==> config.mk <==
export PLATFORM = sky130hd
export DESIGN_NAME = slewed_system_clock
export DESIGN_NICKNAME = d
export VERILOG_FILES = /design/src/design/ssc_pkg.sv /design/src/design/slewed_system_clock.sv
export SDC_FILE = /design/constraint.sdc
export NUM_CORES = 2
export LEC_CHECK = 0
export ABC_AREA = 1
export BUFFER_PORTS_ARGS = -buffer_cell sky130_fd_sc_hd__buf_2
export CAP_MARGIN = 20
export CORE_ASPECT_RATIO = 1.2
export CORE_MARGIN = 3
export CORE_UTILIZATION = 30
export DETAILED_ROUTE_END_ITERATION = 6
export PLACE_DENSITY_LB_ADDON = 0.2
export RECOVER_POWER = 50
export SYNTH_ARGS = -nofsm -noshare
export SYNTH_HDL_FRONTEND = slang
export SYNTH_SLANG_ARGS = --single-unit
==> constraint.sdc <==
create_clock -name clk_i -period 23.5 [get_ports clk_i]
set_input_delay 2.35 -clock clk_i [delete_from_list [all_inputs] [get_ports clk_i]]
set_output_delay 2.35 -clock clk_i [all_outputs]
set_load 0.02 [all_outputs]
==> src/design/ssc_pkg.sv <==
// ----------------------------------------------------------------------------
// Slewed system clock package
// Request and response types, register indexes and divider constants.
// ----------------------------------------------------------------------------
package ssc_pkg;

  typedef enum logic [1:0] {
    REQ_TICK = 2'd0,
    REQ_SET  = 2'd1,
    REQ_READ = 2'd2
  } req_type_e;

  typedef struct packed {
    req_type_e          req_type;
    logic [15:0]        tick_usec;
    logic signed [63:0] target_time;
    logic               use_gmt;
  } req_t;

  typedef struct packed {
    logic [62:0]        uptime_now;
    logic signed [63:0] local_now;
    logic signed [63:0] correction_left;
    logic [6:0]         ms_events;
    logic               second_event;
  } rsp_t;

  // configuration port
  localparam int unsigned CfgIdxW  = 1;
  localparam int unsigned CfgDataW = 37;
  localparam logic [CfgIdxW-1:0] CFG_TZ_OFFSET  = 1'b0;
  localparam logic [CfgIdxW-1:0] CFG_JUMP_LIMIT = 1'b1;

  localparam logic [36:0] TZ_OFFSET_RST  = 37'd0;
  localparam logic [31:0] JUMP_LIMIT_RST = 32'd900000000;

  // millisecond / second dividers
  localparam int unsigned UsecPerMs   = 1000;
  localparam int unsigned MsPerSec    = 1000;
  // floor(x / 1000) = (x * MsRecip) >> MsShift, exact for x < 2^18
  localparam int unsigned MsRecip     = 134218;
  localparam int unsigned MsShift     = 27;
  localparam logic [6:0]  MS_EVENTS_MAX = 7'd66;

endpackage

==> src/design/slewed_system_clock.sv <==
// ----------------------------------------------------------------------------
// Slewed system clock
// Microsecond uptime counter with a slewed real-time offset and ms/s events.
// ----------------------------------------------------------------------------
// One request per cycle, sustained, while out_ready_i is not held low. A
// request is captured in the input register, does its whole update (tick
// slew, set-time compare, read) in the one combinational pass to the result
// register, and its response shows on out_valid_o once it is registered there.
// The clock state updates as each request moves into the result register, so
// back-to-back requests see each other's effect. The result register holds a
// stalled response while the input register can take one more request.
// Configuration: index 0 timezone offset (37 bit signed), index 1 jump limit.
module slewed_system_clock (
  input  logic                            clk_i,
  input  logic                            rst_ni,
  input  logic                            in_valid_i,
  output logic                            in_ready_o,
  input  ssc_pkg::req_t                   in_req_i,
  output logic                            out_valid_o,
  input  logic                            out_ready_i,
  output ssc_pkg::rsp_t                   out_rsp_o,
  input  logic                            cfg_we_i,
  input  logic [ssc_pkg::CfgIdxW-1:0]     cfg_idx_i,
  input  logic [ssc_pkg::CfgDataW-1:0]    cfg_wdata_i
);

  // configuration
  logic [36:0] tz_q;
  logic [31:0] jump_q;

  // pipeline
  ssc_pkg::req_t req_q;
  logic          in_valid_q;
  ssc_pkg::rsp_t rsp_q, rsp_d;
  logic          out_valid_q;
  logic          advance;

  // clock state
  logic [62:0] uptime_q, uptime_d;
  logic [63:0] offset_q, offset_d;
  logic [63:0] pend_q, pend_d;
  logic [9:0]  acc_q, acc_d;
  logic [9:0]  ms_q, ms_d;

  // shared terms
  logic [63:0] tz_ext;
  logic [63:0] base;
  logic [15:0] tick;
  logic        tick_nz;

  // tick path
  logic        pc_neg, pc_pos, pc_gt_tick, mag_ge_tick;
  logic [63:0] pc_mag;
  logic [15:0] fwd_step, back_step;
  logic [62:0] uptime_tick;
  logic [63:0] offset_tick, pend_tick;
  logic [16:0] acc_sum;
  logic [34:0] recip_prod;
  logic [6:0]  ms_n;
  logic [16:0] acc_rem;
  logic [10:0] ms_sum;
  logic        sec_hit;

  // set path
  logic [63:0] now_set, diff, diff_mag;
  logic        do_step;

  assign advance     = in_valid_q & (~out_valid_q | out_ready_i);
  assign in_ready_o  = ~in_valid_q | advance;
  assign out_valid_o = out_valid_q;
  assign out_rsp_o   = rsp_q;

  assign tz_ext  = {{27{tz_q[36]}}, tz_q};
  assign base    = {1'b0, uptime_q} + offset_q;
  assign tick    = req_q.tick_usec;
  assign tick_nz = (tick != 16'd0);

  // slew step for the pending correction
  assign pc_neg      = pend_q[63];
  assign pc_pos      = ~pend_q[63] & (pend_q != 64'd0);
  assign pc_gt_tick  = pend_q > {48'd0, tick};
  assign fwd_step    = pc_gt_tick ? tick : pend_q[15:0];
  assign pc_mag      = 64'd0 - pend_q;
  assign mag_ge_tick = pc_mag >= {48'd0, tick};
  assign back_step   = mag_ge_tick ? (tick - 16'd1) : pc_mag[15:0];

  always_comb begin
    offset_tick = offset_q;
    pend_tick   = pend_q;
    if (pc_pos) begin
      offset_tick = offset_q + {48'd0, fwd_step};
      pend_tick   = pend_q - {48'd0, fwd_step};
    end else if (pc_neg) begin
      offset_tick = offset_q - {48'd0, back_step};
      pend_tick   = pend_q + {48'd0, back_step};
    end
  end

  assign uptime_tick = uptime_q + {47'd0, tick};

  // millisecond divider: reciprocal multiply by 1/1000
  assign acc_sum    = {7'd0, acc_q} + {1'b0, tick};
  assign recip_prod = 35'(acc_sum) * 35'(ssc_pkg::MsRecip);
  assign ms_n       = recip_prod[ssc_pkg::MsShift+6:ssc_pkg::MsShift];
  assign acc_rem    = acc_sum - 17'(ms_n * 17'(ssc_pkg::UsecPerMs));
  assign ms_sum     = {1'b0, ms_q} + {4'd0, ms_n};
  assign sec_hit    = ms_sum >= 11'(ssc_pkg::MsPerSec);

  // set time
  assign now_set  = req_q.use_gmt ? base : (base + tz_ext);
  assign diff     = req_q.target_time - now_set;
  assign diff_mag = diff[63] ? (64'd0 - diff) : diff;
  assign do_step  = (diff != 64'd0) & (diff_mag > {32'd0, jump_q});

  always_comb begin
    uptime_d = uptime_q;
    offset_d = offset_q;
    pend_d   = pend_q;
    acc_d    = acc_q;
    ms_d     = ms_q;
    rsp_d.uptime_now      = uptime_q;
    rsp_d.local_now       = base + tz_ext;
    rsp_d.correction_left = pend_q;
    rsp_d.ms_events       = 7'd0;
    rsp_d.second_event    = 1'b0;
    unique case (req_q.req_type)
      ssc_pkg::REQ_TICK: begin
        if (tick_nz) begin
          uptime_d = uptime_tick;
          offset_d = offset_tick;
          pend_d   = pend_tick;
          acc_d    = acc_rem[9:0];
          ms_d     = sec_hit ? 10'(ms_sum - 11'(ssc_pkg::MsPerSec)) : ms_sum[9:0];
          rsp_d.uptime_now      = uptime_tick;
          rsp_d.local_now       = {1'b0, uptime_tick} + offset_tick + tz_ext;
          rsp_d.correction_left = pend_tick;
          rsp_d.ms_events       = ms_n;
          rsp_d.second_event    = sec_hit;
        end
      end
      ssc_pkg::REQ_SET: begin
        if (do_step) begin
          offset_d = offset_q + diff;
          pend_d   = 64'd0;
          // stepped local time lands on the target, shifted by tz for gmt
          rsp_d.local_now = req_q.use_gmt ? (req_q.target_time + tz_ext)
                                          : req_q.target_time;
          rsp_d.correction_left = 64'd0;
        end else begin
          pend_d = diff;
          rsp_d.correction_left = diff;
        end
      end
      default: begin
        // read, and the unused code behaves as a read
      end
    endcase
  end

  always_ff @(posedge clk_i or negedge rst_ni) begin
    if (!rst_ni) begin
      tz_q        <= ssc_pkg::TZ_OFFSET_RST;
      jump_q      <= ssc_pkg::JUMP_LIMIT_RST;
      in_valid_q  <= 1'b0;
      out_valid_q <= 1'b0;
      uptime_q    <= '0;
      offset_q    <= '0;
      pend_q      <= '0;
      acc_q       <= '0;
      ms_q        <= '0;
    end else begin
      if (cfg_we_i) begin
        unique case (cfg_idx_i)
          ssc_pkg::CFG_TZ_OFFSET:  tz_q   <= cfg_wdata_i[36:0];
          ssc_pkg::CFG_JUMP_LIMIT: jump_q <= cfg_wdata_i[31:0];
        endcase
      end
      if (in_ready_o) begin
        in_valid_q <= in_valid_i;
      end
      if (advance) begin
        out_valid_q <= 1'b1;
        uptime_q    <= uptime_d;
        offset_q    <= offset_d;
        pend_q      <= pend_d;
        acc_q       <= acc_d;
        ms_q        <= ms_d;
      end else if (out_ready_i) begin
        out_valid_q <= 1'b0;
      end
    end
  end

  // payload registers
  always_ff @(posedge clk_i) begin
    if (in_valid_i && in_ready_o) begin
      req_q <= in_req_i;
    end
    if (advance) begin
      rsp_q <= rsp_d;
    end
  end

endmodule

Yosys cells after proc, flatten, opt, wreduce, memory -nomap -nowiden:

Index checks and enable logic that the tools add are counted.

* bits in latches: 0
* input port bits: 126
* output and inout bits: 201
* ROM bits: 0
* memories: 0
* RAM bits: 0
* register bits: 564

* order comparisons: 4
* eq/ne operators: 3
* reductions and logical operators: 13
* bitwise logic cells: 9
* add/subtract/negate cells: 19
* div/mod/pow operators: 0
* muxes and demuxes: 22
* shifts and indexed selects: 0
* multiply operators: 2

Operators with widths (number)
* 64-bit two-way mux: 12
* 64-bit adder: 4
* 128-bit one-hot mux with 2 select lines: 1
* 64-bit one-hot mux with 2 select lines: 2
* 199-bit two-way mux: 1
* 63-bit by 64-bit adder with 64-bit output: 2
* 64-bit by 16-bit adder with 64-bit output: 2
* 64-bit nonzero test: 2
* 1-bit by 64-bit subtractor with 64-bit output, first input constant: 2
* 64-bit by 16-bit subtractor with 64-bit output: 2
* 64-bit by 16-bit greater-or-equal comparator with 1-bit output: 1
* 64-bit by 16-bit greater-than comparator with 1-bit output: 1
* 64-bit by 32-bit greater-than comparator with 1-bit output: 1
* 64-bit subtractor: 1
* 63-bit by 16-bit adder with 63-bit output: 1
* 63-bit two-way mux: 1
* 17-bit by 17-bit multiplier with 33-bit output, second input constant: 1
* 16-bit two-way mux: 2
* 10-bit by 16-bit adder with 17-bit output: 1
* 16-bit nonzero test: 1
* 16-bit by 1-bit subtractor with 16-bit output, second input constant: 1
* 10-bit by 7-bit adder with 11-bit output: 1
* 11-bit by 10-bit greater-or-equal comparator with 1-bit output, second input constant: 1
* 10-bit two-way mux: 1
* other kinds (15): 27

Depth between registers and ports, before layout:

* depth in word-level cells: 10
* depth in mapped cells: 72

Least setup slack after synthesis:

OpenSTA, ideal clock, no wires.

* path type: register to register
* start point: register offset_q[1]
* end point: register rsp_q (netlist bit out_rsp_o[111]) (data pin)
* library setup time: 0.263 ns
* path slack: 13.527 ns
* required time: 23.237 ns
* arrival: 9.710 ns
* stages on the path, launching flop included: 70
* path through: dfrtp_1 -> inv_1 -> fa_1 -> o21ai_0 -> a21oi_1 -> o21ai_0 -> nand3_1 -> nand2_1 -> a31oi_1 -> xnor2_1 -> ha_1 -> a21oi_1 -> o21ai_0 -> a21oi_1 -> nand2_1 -> a21oi_1 -> o21ai_0 -> a21oi_1 -> [34 not listed] -> nand2_1 -> o211ai_1 -> a21o_1 -> nand2_1 -> nand2_1 -> nor2_1 -> nand2_1 -> nor2_1 -> nand3_1 -> nor2_1 -> nand3_1 -> nor2_1 -> nand2_2 -> nand3_2 -> inv_2 -> buf_2 -> nand2_1 -> nand3_1

RTL lines
* start, declared: RTL line slewed_system_clock.sv:40 `logic [63:0] offset_q, offset_d;`
* start signal, assigned: RTL line slewed_system_clock.sv:184 `offset_q <= offset_d;`
* end signal, assigned: RTL line slewed_system_clock.sv:200 `rsp_q <= rsp_d;`
* end, declared: RTL line slewed_system_clock.sv:34 `ssc_pkg::rsp_t rsp_q, rsp_d;`

Worst setup path after layout:

* start point: register offset_q[1]
* end point: register pend_q[36]

* word-level cells in the longest chain between the ends: 10

RTL lines
* 63-bit by 64-bit adder with 64-bit output (*): RTL line slewed_system_clock.sv:74 `assign base = {1'b0, uptime_q} + offset_q;`
* 64-bit adder: RTL line slewed_system_clock.sv:110 `assign now_set = req_q.use_gmt ? base : (base + tz_ext);`
* 64-bit two-way mux (*): RTL line slewed_system_clock.sv:110
* 64-bit subtractor (*): RTL line slewed_system_clock.sv:111 `assign diff = req_q.target_time - now_set;`
* 1-bit by 64-bit subtractor with 64-bit output: RTL line slewed_system_clock.sv:112 `assign diff_mag = diff[63] ? (64'd0 - diff) : diff;`
* 64-bit two-way mux: RTL line slewed_system_clock.sv:112
* 64-bit by 32-bit greater-than comparator with 1-bit output: RTL line slewed_system_clock.sv:113 `assign do_step = (diff != 64'd0) & (diff_mag > {32'd0, jump_q});`
* 1-bit AND: RTL line slewed_system_clock.sv:113
* 64-bit two-way mux (*): RTL line slewed_system_clock.sv:142 `if (do_step) begin`
* 64-bit one-hot mux with 2 select lines (*): RTL line slewed_system_clock.sv:126 `unique case (req_q.req_type)`
* end signal, assigned: RTL line slewed_system_clock.sv:185 `pend_q <= pend_d;`
* end, declared: RTL line slewed_system_clock.sv:41 `logic [63:0] pend_q, pend_d;`

Every way passes the cells marked *; elsewhere a longest branch is shown, timed or not.
A chain may end at the register's enable or synchronous reset.

==> impl_metrics.csv <==
group,metric,value,unit
sta,tns,0,ps
clocking,cts_made_buffers,75,
min_path,min_from,"acc_q[0]",
sta,fin_worst_skew,62.6,ps
setup_path,crit_type,"flop to flop",
final_layout,drive_gt1_share,4.58,%
min_path,hold_class,"flop to flop",
clocking,clock-sinks,564,
synthesis,syn_area_per_cell,6.32,µm²
synthesis,yosysMostFrequentCell,"nand2_1",
sta,finalSetupViolations,0,
synthesis,synthesis.nets,13000,
final_layout,fill_cells,28600,
routing,vias_per_cell,5.38,
synthesis,synthCells,12000,
clocking,root_buffer,"clkbuf_16",
outcome,outcome,"finished, violations left",
sta,period_minus_slack,15580,ps
placed_design,routabilityCongestion,1.04,
routing,drc_errors,1,
routing,via_count,84300,
routing,first_pass_iters,7,
sta,rsz0062_at_grt,"no",
global_route,grt_usage,30.3,%
outcome,violations,"DRC, capacitance limit, slew limit",
setup_path,cp_max_fo,47,
sta,drv_slew,560,
clocking,holdBufCountCts,0,
synthesis,synth_warnings,0,
setup_path,cp-end-kind,"flop",
setup_path,max_stage_delay,920,ps
clocking,clockBufferDepth,3,
synthesis,yosysTopAreaCellShare,14.8,%
sta,min_period_over_period,66.3,%
routing,drt-total-wl,408,mm
clocking,h-tree-depth,3,
global_route,grt_antenna_before_repair,31,
final_layout,finalNonFillerCells,15700,
job,maxCapViolations,11,
floorplanning,start_util,30.3,%
global_route,grt-ovfl-total,0,
synthesis,ys_ff_latch,564,
placed_design,numPlacedInstances,15500,
synthesis,async_reset_ff_share,50.0,%
routing,post_drt_wl_per_cell,26.0,µm
synthesis,yosysTopAreaCell,"nand2_1",
sta,finalHoldViolations,0,
placed_design,dp_slack,8330,ps
clocking,path_clk_slew,60,ps
synthesis,synth_edf_count,282,
placed_design,dpl.hpwl,338,mm
clocking,insertion_delay,750,ps
floorplanning,die_area,0.260,mm²
floorplanning,io_pins,327,
sta,slew_headroom,-238,%
routing,drtAntennaViolNets,0,
global_route,grt_max_degree,103,
sta,max_freq,64.2,MHz
final_layout,area_delta_synth_final,10.2,%
global_route,grt_pass1_vias,79200,
placed_design,portBuffers,326,
clocking,postCtsResizedCells,0,
synthesis,synth_area_leaders,"nand2_1 15%, ha_1 11%, edfxtp_1 11%, inv_1 9.6%, dfrtp_1 8.9%",
sta,tightest_slew,5070,ps
synthesis,synthTopCellsByCount,"3,007 x nand2_1, 1,939 x inv_1, 1,200 x nor2_1",
synthesis,yosysSeqAreaShare,20.4,%
setup_path,required,24150,ps
sta,layout_setup_ws,7920,ps
sta,fin_hold_ws,479,ps
setup_path,crit_slowest_cell,"nand2_4",
setup_path,worst-endpoint-arrival,16230,ps
setup_path,crit_top_cell,"nand2_1",
setup_path,startpoint_type,"flop",
synthesis,ys.flop_type,"edfxtp_1",
setup_path,cp_top_family,"simple AND/OR/NAND/NOR gates",
setup_path,crit_start,"offset_q[1]",
setup_path,path_buf_inv,8,
setup_path,rr_startpoint,"offset_q[1]",
clocking,cts_setup_buffers,0,
clocking,cts_tree,"done",
floorplanning,core_area,0.251,mm²
floorplanning,die_y,558,µm
final_layout,final_nets,13200,
routing,drtIter0Drc,9008,
synthesis,synth_area,0.0761,mm²
floorplanning,num_rows,201,
floorplanning,die_x,466,µm
global_route,grt_pass1_wl,572,mm
synthesis,yosysUniqueCellTypes,78,
-- state kept, by name, summed over array words and instances (netlist names) --
| signal | flops |
|---|---|
| out_rsp_o | 199 |
| req_q | 67 |
| offset_q | 64 |
| pend_q | 64 |
| uptime_q | 63 |
| tz_q | 37 |
| jump_q | 32 |
| tick | 16 |
| acc_q | 10 |
| ms_q | 10 |
| in_valid_q | 1 |
| out_valid_o | 1 |
-- worst register-to-register path, delay by kind of cell, from the launching register on --
family / cells / cell delay (ps)
buffers and inverters: 8 / 1940
xor gates and xnor gates: 4 / 760
adders and majority gates: 4 / 1600
DFF: 1 / 540
AOI/OAI and AO/OA: 16 / 4440
and+or+nand+nor: 30 / 6260
-- kinds of logic (layout without fill, tap and decap cells) --
kind of cell,after synthesis,in the layout,synth area share (%)
AO/OA/AOI/OAI,2202,2202,16.3
flip-flops,564,564,20.4
multiplexers,20,20,0.270
XOR/XNOR,519,519,5.99
other,0,19,0
buffers and inverters,2310,2577,11.6
AND/OR/NAND/NOR,5603,5603,30.8
adder cells (fa/ha/maj),818,818,14.6
-- final timing paths --
path                           endpoint  slack (ps)  cells past startpoint
setup / recovery             pend_q[36]        7920                     62
hold / removal                 acc_q[0]         480                      2
setup reg to reg             pend_q[36]        7920                     62
hold reg to reg                acc_q[0]         480                      2
max in group asynchronous    jump_q[25]       13950                      5
min in group asynchronous  offset_q[60]        2830                      1
-- layer usage --
metal  vias to the layer above  wire (µm)  GRT usage (%)
li1                      39900          -              -
met1                     39800     170000           39.5
met2                      3772     174000           46.6
met3                       779      31100           4.34
met4                        14      32300           19.8
met5                         -        111              0
-- cells in the final DEF (no fill, tap or decap), types with 31 or more instances in the layout --
| cell type | synthesis | final |
|---|---|---|
| nor4_1 | 82 | 81 |
| o21ai_0 | 768 | 768 |
| a21oi_1 | 846 | 846 |
| inv_2 | 50 | 52 |
| xor2_1 | 382 | 381 |
| xnor2_1 | 136 | 136 |
| o21a_1 | 44 | 44 |
| nor3_1 | 180 | 180 |
| edfxtp_1 | 282 | 282 |
| buf_2 | 20 | 150 |
| buf_4 | 9 | 97 |
| dfrtp_1 | 270 | 268 |
| nand3_1 | 806 | 805 |
| fa_1 | 120 | 120 |
| nor2_1 | 1200 | 1196 |
| or2_2 | 41 | 41 |
| nand4_1 | 177 | 177 |
| a21o_1 | 31 | 31 |
| nand2_1 | 3007 | 3003 |
| a21boi_1 | 62 | 62 |
| clkbuf_16 | 0 | 78 |
| o211ai_1 | 83 | 83 |
| a31oi_1 | 110 | 110 |
| inv_1 | 1939 | 1933 |
| a21boi_0 | 37 | 37 |
| ha_1 | 698 | 698 |
| clkbuf_1 | 230 | 202 |
-- through the flow --
stage,area (µm²),utilization (%)
after floorplan,76100,-
after detailed placement,81600,32.5
after global routing,83800,33.4
after CTS,84000,33.5
after global placement,81500,32.5
final,83800,33.4
-- layout make-up --
| class | instances | area (µm²) | share of cell area (%) |
|---|---|---|---|
| flip-flops and latches | 564 | 15500 | 18.5 |
| clock buffers | 97 | 2050 | 2.45 |
| multi-input cells | 9162 | 51800 | 61.8 |
| diodes | 19 | 47.5 | 0.0567 |
| repair buffers | 437 | 2230 | 2.66 |
| well taps | 3349 | 4190 | 5.00 |
| inverters | 2002 | 7530 | 8.98 |
| clock inverters | 41 | 409 | 0.488 |
Power is left out: the tool's default activity adds up to more than one toggle a clock period on the data nets, which glitch-free logic cannot reach.
